File: src/hdl/hcbs_pkg.sv
package hcbs_pkg;

  localparam int HEIGHT_W = 20;
  localparam int COORD_W  = 8;
  localparam int CMD_W    = 2;
  localparam int CFG_DW   = 32;
  localparam int CFG_AW   = 3;

  localparam int GRID_SIDE_DEF = 256;
  localparam int FRAC_BITS_DEF = 8;

  localparam logic [COORD_W-1:0] GRID_LAST_RST = 8'd30;

  localparam logic [CMD_W-1:0] CMD_STAMP = 2'd0;
  localparam logic [CMD_W-1:0] CMD_READ  = 2'd1;
  localparam logic [CMD_W-1:0] CMD_CLEAR = 2'd2;

  localparam logic REG_GRID_LAST_X = 1'b0;
  localparam logic REG_GRID_LAST_Z = 1'b1;

  localparam logic [HEIGHT_W-1:0] HEIGHT_MAX = '1;

  // Stamp walk: centre first, then the 44 ring cells with d2 < 16.
  localparam int STEP_COUNT  = 45;
  localparam int STEP_W      = $clog2(STEP_COUNT);
  localparam int SLOT_COUNT  = 9;
  localparam int SLOT_W      = $clog2(SLOT_COUNT);
  localparam int CENTRE_SLOT = 8;

  localparam int STEP_DX [STEP_COUNT] = '{
    0,
    -3, -3, -3, -3, -3,
    -2, -2, -2, -2, -2, -2, -2,
    -1, -1, -1, -1, -1, -1, -1,
    0, 0, 0, 0, 0, 0,
    1, 1, 1, 1, 1, 1, 1,
    2, 2, 2, 2, 2, 2, 2,
    3, 3, 3, 3, 3
  };

  localparam int STEP_DZ [STEP_COUNT] = '{
    0,
    -2, -1, 0, 1, 2,
    -3, -2, -1, 0, 1, 2, 3,
    -3, -2, -1, 0, 1, 2, 3,
    -3, -2, -1, 1, 2, 3,
    -3, -2, -1, 0, 1, 2, 3,
    -3, -2, -1, 0, 1, 2, 3,
    -2, -1, 0, 1, 2
  };

  localparam int STEP_SLOT [STEP_COUNT] = '{
    8,
    7, 6, 5, 6, 7,
    7, 4, 3, 2, 3, 4, 7,
    6, 3, 1, 0, 1, 3, 6,
    5, 2, 0, 0, 2, 5,
    6, 3, 1, 0, 1, 3, 6,
    7, 4, 3, 2, 3, 4, 7,
    7, 6, 5, 6, 7
  };

  // Gains for d2 = 1,2,4,5,8,9,10,13 with 16 fraction bits.
  localparam int BUMP_Q16 [8] = '{63932, 64841, 52029, 43438, 19625, 13507, 8538, 538};

  typedef struct packed {
    logic [CMD_W-1:0]   cmd;
    logic [COORD_W-1:0] x_pos;
    logic [COORD_W-1:0] z_pos;
  } in_item_t;

  typedef struct packed {
    logic [HEIGHT_W-1:0] height;
    logic [HEIGHT_W-1:0] peak;
  } out_item_t;

  typedef struct packed {
    logic                hit;
    logic [COORD_W-1:0]  x;
    logic [COORD_W-1:0]  z;
    logic [HEIGHT_W-1:0] gain;
  } cell_t;

  // Round half up to the target fraction width.
  function automatic logic [HEIGHT_W-1:0] bump_gain(input int slot, input int frac_bits);
    int shift;
    int half;
    int q;
    shift = 16 - frac_bits;
    half  = (1 << shift) >> 1;
    if (slot == CENTRE_SLOT) begin
      return HEIGHT_W'(1 << frac_bits);
    end
    q = BUMP_Q16[slot];
    return HEIGHT_W'((q + half) >> shift);
  endfunction

endpackage

File: src/hdl/hcbs_cell_gen.sv
module hcbs_cell_gen import hcbs_pkg::*; #(
  parameter int FRAC_BITS = FRAC_BITS_DEF
) (
  input  logic [STEP_W-1:0]  step,
  input  logic [COORD_W-1:0] cx,
  input  logic [COORD_W-1:0] cz,
  input  logic [COORD_W-1:0] lim_x,
  input  logic [COORD_W-1:0] lim_z,
  output cell_t              walk_cell
);

  localparam int PW = COORD_W + 2;

  localparam logic [HEIGHT_W-1:0] GAIN [SLOT_COUNT] = '{
    bump_gain(0, FRAC_BITS), bump_gain(1, FRAC_BITS), bump_gain(2, FRAC_BITS),
    bump_gain(3, FRAC_BITS), bump_gain(4, FRAC_BITS), bump_gain(5, FRAC_BITS),
    bump_gain(6, FRAC_BITS), bump_gain(7, FRAC_BITS), bump_gain(8, FRAC_BITS)
  };

  logic signed [PW-1:0] dx;
  logic signed [PW-1:0] dz;
  logic signed [PW-1:0] px;
  logic signed [PW-1:0] pz;
  logic [SLOT_W-1:0]    slot;

  assign dx   = signed'(PW'(STEP_DX[step]));
  assign dz   = signed'(PW'(STEP_DZ[step]));
  assign slot = SLOT_W'(STEP_SLOT[step]);

  assign px = signed'({2'b00, cx}) + dx;
  assign pz = signed'({2'b00, cz}) + dz;

  // Sign bit set means the cell fell off the low edge.
  assign walk_cell.hit  = !px[PW-1] && !pz[PW-1] &&
                          (px <= signed'({2'b00, lim_x})) && (pz <= signed'({2'b00, lim_z}));
  assign walk_cell.x    = px[COORD_W-1:0];
  assign walk_cell.z    = pz[COORD_W-1:0];
  assign walk_cell.gain = GAIN[slot];

endmodule

File: config.mk
export PLATFORM = sky130hd
export DESIGN_NAME = hcbs_cell_gen
export DESIGN_NICKNAME = d
export VERILOG_FILES = /design/src/hdl/hcbs_pkg.sv /design/src/hdl/hcbs_cell_gen.sv
export SDC_FILE = /design/constraint.sdc
export NUM_CORES = 1
export LEC_CHECK = 0
export BUFFER_PORTS_ARGS = -buffer_cell sky130_fd_sc_hd__buf_2
export CAP_MARGIN = 10
export CORE_AREA = 10 10 73 75
export DETAILED_ROUTE_END_ITERATION = 7
export DIE_AREA = 0 0 83 85
export PLACE_DENSITY = 0.95
export SYNTH_ARGS = -nofsm -noshare
export SYNTH_HDL_FRONTEND = slang
export SYNTH_SLANG_ARGS = --single-unit
export TNS_END_PERCENT = 5
File: constraint.sdc
create_clock -name vclk -period 9.15
set_input_delay 0.4575 -clock vclk [all_inputs]
set_output_delay 0.4575 -clock vclk [all_outputs]
set_load 0.01 [all_outputs]
==> results of run 1 <==
## worst paths after layout
check,depth (start not counted),to
worst max-delay path,19,walk_cell[36]
worst min-delay path,3,walk_cell[28]
## placed cells by master, fill, tap and decap left out, types with 5 or more instances in the layout
cell type and n:
nor2_1 27, ha_1 46, inv_1 31, o21ai_1 5
a21oi_1 25, nor2b_1 6, nand2_1 19, buf_2 64
a211oi_1 9, conb_1 11, o21a_1 9, o22ai_1 6
xnor2_1 9, o21ai_0 14
## metrics by stage
| step | hold slack (ns) | utilization |
|---|---|---|
| after floorplan | 1.08 | - |
| after global placement | 1.25 | 0.611 |
| after detailed placement | 1.26 | 0.611 |
| after CTS | 1.26 | 0.611 |
| after global routing | 1.29 | 0.611 |
| final | 1.26 | 0.611 |
## per-layer routing
metal  up-vias  track usage  share of wire
met5         -            0              0
met4         0       0.0201          0.016
met3        10       0.0153          0.057
met2        95        0.283           0.51
met1      1035        0.182           0.42
li1       1150            -              -
## final cells by class
cell class | count | area, um2
multi-input combinational | 251 | 1880
fill | 356 | 1520
timing repair buffer | 64 | 320
inverter | 34 | 128
tap | 50 | 62.6
## kinds of logic (layout without fill, tap and decap cells)
group                      Yosys count  count (layout)  share of synthesized area
xor gates and xnor gates            12              12                     0.0499
adders and majority gates           48              48                      0.292
muxes                                4               4                     0.0196
and+or+nand+nor                     74              74                      0.167
other                                1              11                    0.00178
buffers and inverters               55              98                      0.126
AOI/OAI and AO/OA                  102             102                      0.344
## worst max-delay path, cell delays in order
cell	delay, ns
buf_2	0.20
inv_1	0.12
ha_1	0.42
nand3_1	0.11
a311oi_1	0.28
a311o_1	0.45
ha_1	0.36
o21ai_0	0.24
a31oi_1	0.09
nor2_1	0.16
o21ai_0	0.14
xnor2_1	0.23
ha_1	0.30
a2111oi_0	0.39
nand2_1	0.08
a31oi_1	0.18
o22ai_1	0.10
nor4b_2	0.24
buf_2	0.16
## power groups by stage
stage                     clock, mW  sequential, mW  combinational, mW
after floorplan                   0               0              0.168
after global placement            0               0              0.224
after detailed placement          0               0              0.232
after CTS                         0               0              0.233
after global routing              0               0              0.260
final                             0               0              0.234
==> flow_summary.toml, run 1 <==
[cells_and_area]
syn2layout_area_growth_pct = 13.4
num_antenna_cells = 0
final_cells = 399
nFlopsAndLatches = 0
layout-drive-gt1-share = 0.223
clkbuf_count = 0
final_nets = 437
ff_latch_area_um2 = 0
stdcell_area_um2 = 2390

[sta]
maxSlewHeadroom = 0.638
tns_ns = 0
clock.fmax_mhz = 193
worst_pin_slew_ns = 0.543
final.min_clock_period_ns = 5.18
setup_viol = 0
rsz0062_at_grt = "false"
finalHoldViolations = 0
post-route-period-util = 0.566
maxSlewViolCount = 0
fin_ws_ns = 3.97

[synth]
yosys-top-cells-count = "ha_1, inv_1, nor2_1"
yosysMostFrequentCell = "ha_1"
synthTopCellsByArea = "ha_1, a21oi_1, inv_1, nor2_1, buf_4"
ys_seq_area_frac = 0
syn_avg_cell_area_um2 = 7.12
syn-cell-area_um2 = 2110
netlist-cell-type-count = 54
synth_top_area_frac = 0.273
yosys_warnings = 0
synth_area_leader_cell = "ha_1"
syn_inst = 296

[drt]
via_per_inst = 5.74
detail-route-antenna-nets = 0
vias = 2290
drc = 0
drt-pass1-iter-count = 4
wl_um = 5880
routedWlPerCell_um = 14.7
drtIter0Drc = 78

[global_routing]
grt_max_degree = 32
grt_pass1_vias = 2164
grt_usage = 0.150
grt_overflow_total = 0
grt_pass1_wl_um = 9750
antenna_found_initial = 0

[clock_tree]
cts_hold_buffers = 0
post_cts_resized = 0
cts_setup_buffers = 0

[floorplan]
dieWidth_um = 83
ioPinCount = 75
core_region_area_um2 = 3910
die_h_um = 85
die_area_um2 = 7060
std_cell_rows = 23
start_util = 0.538

[power]
ir_worst_vdd_mv = 0.0580
power-per-cell-area_nw_per_um2 = 98.0
p_int_mw = 0.0999
share_seq_of_total_power = 0
finalPower_mw = 0.234
pwr-share-clk = 0
p_leak_nw = 1.24
netSwitchingPower_mw = 0.134
comb_power_share = 1.000
swShare = 0.573

[setup_path]
crit_start = "step[1]"
arrival_ns = 4.72
crit_fanout = 11
worstPathRequired_ns = 8.69
worst-setup-path-type = "input pin to primary output"
start_kind = "input pin"
endpoint_kind = "primary output"

[run]
drv_cap = 0

[status]
status = "completed"

[placement]
placed_area_um2 = 2390
post-place-ws_ns = 4.05
hpwl_um = 4980
io_buffers = 64
placed_cells = 399
gp_congestion = 0.886

[min_path]
hp-class = "input pin to primary output"
hold_start = "cx[0]"
(Power assumes the default switching activity.)
==> run 2, diff against run 1 <==
--- a/config.mk
+++ b/config.mk
@@ -7,10 +7,10 @@
 export LEC_CHECK = 0
 export BUFFER_PORTS_ARGS = -buffer_cell sky130_fd_sc_hd__buf_2
 export CAP_MARGIN = 10
-export CORE_AREA = 10 10 73 75
+export CORE_AREA = 10 10 74 76
 export DETAILED_ROUTE_END_ITERATION = 7
-export DIE_AREA = 0 0 83 85
-export PLACE_DENSITY = 0.95
+export DIE_AREA = 0 0 84 86
+export PLACE_DENSITY = 0.92
 export SYNTH_ARGS = -nofsm -noshare
 export SYNTH_HDL_FRONTEND = slang
 export SYNTH_SLANG_ARGS = --single-unit
==> constraint.sdc (replaced) <==
create_clock -name vclk -period 5.1
set_input_delay 0.255 -clock vclk [all_inputs]
set_output_delay 0.255 -clock vclk [all_outputs]
set_load 0.01 [all_outputs]
==> run 2 against run 1 <==
Against the previous run:
- core utilization is 0.82 points lower
- first-iteration DRC count rose by 150%
- routed wire length grew 2.3%
- clock-buffer cell count unchanged
- critical path type unchanged
- largest power group unchanged
==> flow_summary.toml, run 2 (synthesis results as in run 1) <==
[floorplan]
die_area_um2 = 7220
std_cell_rows = 23
die_h_um = 86
core_region_area_um2 = 3970
dieWidth_um = 84
ioPinCount = 75
start_util = 0.531

[power]
share_seq_of_total_power = 0
swShare = 0.575
comb_power_share = 1.000
power-per-cell-area_nw_per_um2 = 178
pwr-share-clk = 0
netSwitchingPower_mw = 0.244
p_int_mw = 0.181
ir_worst_vdd_mv = 0.110
p_leak_nw = 1.24

[sta]
post-route-period-util = 0.941
maxSlewViolCount = 0
setup_viol = 0
worst_pin_slew_ns = 0.550
maxSlewHeadroom = 0.633
final.min_clock_period_ns = 4.80
finalHoldViolations = 0
rsz0062_at_grt = "false"
fin_ws_ns = 0.300
clock.fmax_mhz = 208
tns_ns = 0

[setup_path]
endpoint_kind = "primary output"
cpMaxStageDelayCell = "ha_1"
start_kind = "input pin"
arrival_ns = 4.54
crit_fanout = 11
worstPathCellList = "buf_2 > inv_1 > ha_1 > xor2_1 > and2_1 > a211oi_1 > a21oi_1 > o21a_1 > ha_1 > nand3_1 > a31oi_1 > nor2_1 > o21ai_0 > xnor2_1 > ha_1 > a2111oi_1 > nand2_1 > a31oi_1 > o22ai_1 > nor4b_2 > buf_2"
cp_slowest_stage_delay_ns = 0.40
worst_path_most_repeated_cell = "ha_1"
worstPathRequired_ns = 4.85
worst-setup-path-type = "input pin to primary output"

[cells_and_area]
syn2layout_area_growth_pct = 13.5
num_antenna_cells = 0
nFlopsAndLatches = 0
final_common_cell = "buf_2"
layout-drive-gt1-share = 0.226
layout_common_cells = "buf_2, ha_1, inv_1"
multi_input_area_um2 = 1880
ff_latch_area_um2 = 0
clkbuf_count = 0
fillers = 341
final_nets = 437

[run]
drv_cap = 0

[global_routing]
grt_usage = 0.152
grt_max_degree = 32
grt_pass1_wl_um = 9920
grt_pass1_vias = 2140
grt_overflow_total = 0
antenna_found_initial = 0

[placement]
io_buffers = 64
hpwl_um = 5070
post-place-ws_ns = 0.321
gp_congestion = 0.931

[drt]
vias = 2308
drt-pass1-iter-count = 4
detail-route-antenna-nets = 0
drtIter0Drc = 192
wl_um = 6010
drc = 0
routedWlPerCell_um = 15.1
via_per_inst = 5.78

[clock_tree]
cts_hold_buffers = 0
cts_setup_buffers = 0

[status]
status = "completed"

[min_path]
hp-class = "input pin to primary output"
hold_depth = 3
-- run 2: cell counts in the layout (fill, tap and decap cells not counted) --
Identical to the previous run, type by type.
-- run 2: routing by layer --
layer  GRT usage  up-vias  wire [um]
li1            -     1149          -
met1       0.178     1039       2380
met2       0.293      114       3140
met3      0.0199        6        459
met4      0.0137        0         29
met5           0        -          0
-- run 2: power by group through the flow --
stage | Sequential, mW | Combinational [mW] | Clock, mW
floorplan | 0 | 0.301 | 0
global placement | 0 | 0.403 | 0
detailed placement | 0 | 0.418 | 0
CTS | 0 | 0.420 | 0
global route | 0 | 0.474 | 0
finish | 0 | 0.425 | 0
-- run 2: layout make-up --
class / count / share of cell area
Multi-Input combinational cell: 251 / 0.787
Inverter: 34 / 0.0533
Timing Repair Buffer: 64 / 0.134
Tap cell: 50 / 0.0262
-- run 2: critical path: cells and delay by family --
family                   cells  cell delay [ns]
adder cells (fa/ha/maj)      3             1.02
XOR/XNOR                     2             0.38
AND/OR/NAND/NOR              5             0.71
buffers and inverters        3             0.49
AO/OA/AOI/OAI                8             1.69
-- run 2: repair_timing --
| action | 4_1_cts | 5_1_grt |
|---|---|---|
| hold endpoints to repair | 0 | 0 |
| gates resized for setup | 0 | 2 |
| setup endpoints to repair | 0 | 1 |
-- run 2: per-stage QoR --
stage                     cells  power [mW]  hold slack [ns]   util  area, um2
after floorplan             306       0.301            0.675      -       2140
after global placement      399       0.403            0.849  0.602       2390
after detailed placement    399       0.418            0.849  0.602       2390
after CTS                   399       0.420            0.854  0.602       2390
after global routing        399       0.474            0.888  0.602       2390
final                       399       0.425            0.855  0.602       2390
-- run 2: final timing paths --
path / startpoint / end / slack (ns)
worst max-delay path: step[1] / walk_cell[36] / 0.30
worst min-delay path: cz[0] / walk_cell[20] / 0.86
==> run 3, diff against run 2 <==
--- a/config.mk
+++ b/config.mk
@@ -7,9 +7,9 @@
 export LEC_CHECK = 0
 export BUFFER_PORTS_ARGS = -buffer_cell sky130_fd_sc_hd__buf_2
 export CAP_MARGIN = 10
-export CORE_AREA = 10 10 74 76
+export CORE_AREA = 2 2 66 68
 export DETAILED_ROUTE_END_ITERATION = 7
-export DIE_AREA = 0 0 84 86
+export DIE_AREA = 0 0 68 70
 export PLACE_DENSITY = 0.92
 export SYNTH_ARGS = -nofsm -noshare
 export SYNTH_HDL_FRONTEND = slang
==> run 3 against run 2 <==
Against the previous run:
- critical path depth fell by 2
- highest routed layer unchanged
- core utilization fell by 2.2 points
- hold slack improved by 0.0019 ns
- worst setup slack improved by 0.043 ns
- largest cell class unchanged
- routed wire length fell by 12%
- final cell count rose by 0.50%
- via count fell by 0.74%
==> flow_summary.toml, run 3 (synthesis results as in run 1) <==
[sta]
finalHoldViolations = 0
tns_ns = 0
worst_pin_slew_ns = 0.556
whs_ns = 0.857
rsz0062_at_grt = "false"
fin_ws_ns = 0.343
final.min_clock_period_ns = 4.76
setup_viol = 0
maxSlewViolCount = 0
maxSlewHeadroom = 0.629
clock.fmax_mhz = 210
post-route-period-util = 0.933

[floorplan]
ioPinCount = 75
die_area_um2 = 4760
start_util = 0.508
core_region_area_um2 = 4140
dieWidth_um = 68
std_cell_rows = 24
die_h_um = 70

[clock_tree]
cts_hold_buffers = 0

[power]
p_leak_nw = 1.24
power-per-cell-area_nw_per_um2 = 174
ir_worst_vdd_mv = 0.0990

[drt]
drtIter0Drc = 158
vias = 2291
detail-route-antenna-nets = 0
routedWlPerCell_um = 13.1
via_per_inst = 5.71
wl_um = 5270
drc = 0
drt-pass1-iter-count = 5

[global_routing]
grt_max_degree = 32
grt_overflow_total = 0
grt_pass1_vias = 2166
grt_usage = 0.215
grt_pass1_wl_um = 8660
antenna_found_initial = 0

[cells_and_area]
nFlopsAndLatches = 0
fillers = 398
layout-drive-gt1-share = 0.232
num_antenna_cells = 0
layout_common_cells = "buf_2, ha_1, inv_1"
final_common_cell = "buf_2"
final_nets = 437
fin_util = 0.580
ff_latch_area_um2 = 0
clkbuf_count = 0
syn2layout_area_growth_pct = 14.1

[setup_path]
worstPathRequired_ns = 4.85
endpoint_kind = "primary output"
crit_fanout = 11
start_kind = "input pin"
worst-setup-path-type = "input pin to primary output"
arrival_ns = 4.50

[min_path]
hp-class = "input pin to primary output"

[status]
status = "completed"

[run]
drv_cap = 0

[placement]
gp_congestion = 0.857
hpwl_um = 4300
io_buffers = 64
post-place-ws_ns = 0.289
-- run 3: layout make-up --
cell class	count	area (um2)	share of cell area
Inverter	34	128	0.0531
Multi-Input combinational cell	251	1890	0.787
Tap cell	52	65.1	0.0271
Timing Repair Buffer	64	320	0.133
-- run 3: per-stage QoR --
| step | cells | power [mW] | area [um2] |
|---|---|---|---|
| floorplan | 306 | 0.301 | 2140 |
| global placement | 401 | 0.396 | 2390 |
| detailed placement | 401 | 0.409 | 2390 |
| CTS | 401 | 0.411 | 2390 |
| global route | 401 | 0.463 | 2400 |
| finish | 401 | 0.418 | 2400 |
-- run 3: worst paths after layout --
path | start | to | slack, ns | depth (start not counted)
max | step[1] | walk_cell[36] | 0.34 | 19
min | cz[0] | walk_cell[20] | 0.86 | 3
-- run 3: power by group --
part	internal, mW	switching [mW]
sequential	0	0
clock	0	0
combinational	0.181	0.238
-- run 3: per-layer routing --
layer,up-vias,GRT usage,part of all wire
li1,1159,-,-
met1,1050,0.270,0.44
met2,80,0.409,0.51
met3,2,0.00161,0.051
met4,0,0.0244,0.0013
met5,-,0,0
-- run 3: repair_timing --
action,in CTS,in global routing
setup endpoints to repair,0,1
buffers inserted,0,0
resized for setup,0,4
-- run 3: critical path: stages --
cell	delay [ns]
buf_2	0.21
inv_1	0.13
ha_2	0.24
nor2b_1	0.15
o211a_1	0.24
a311o_2	0.42
ha_1	0.36
o21ai_0	0.30
a31oi_2	0.08
nor2_1	0.19
o21ai_0	0.14
xnor2_1	0.26
ha_1	0.32
a2111oi_1	0.43
nand2_1	0.09
a31oi_1	0.17
o22ai_1	0.10
nor4b_2	0.24
buf_2	0.16
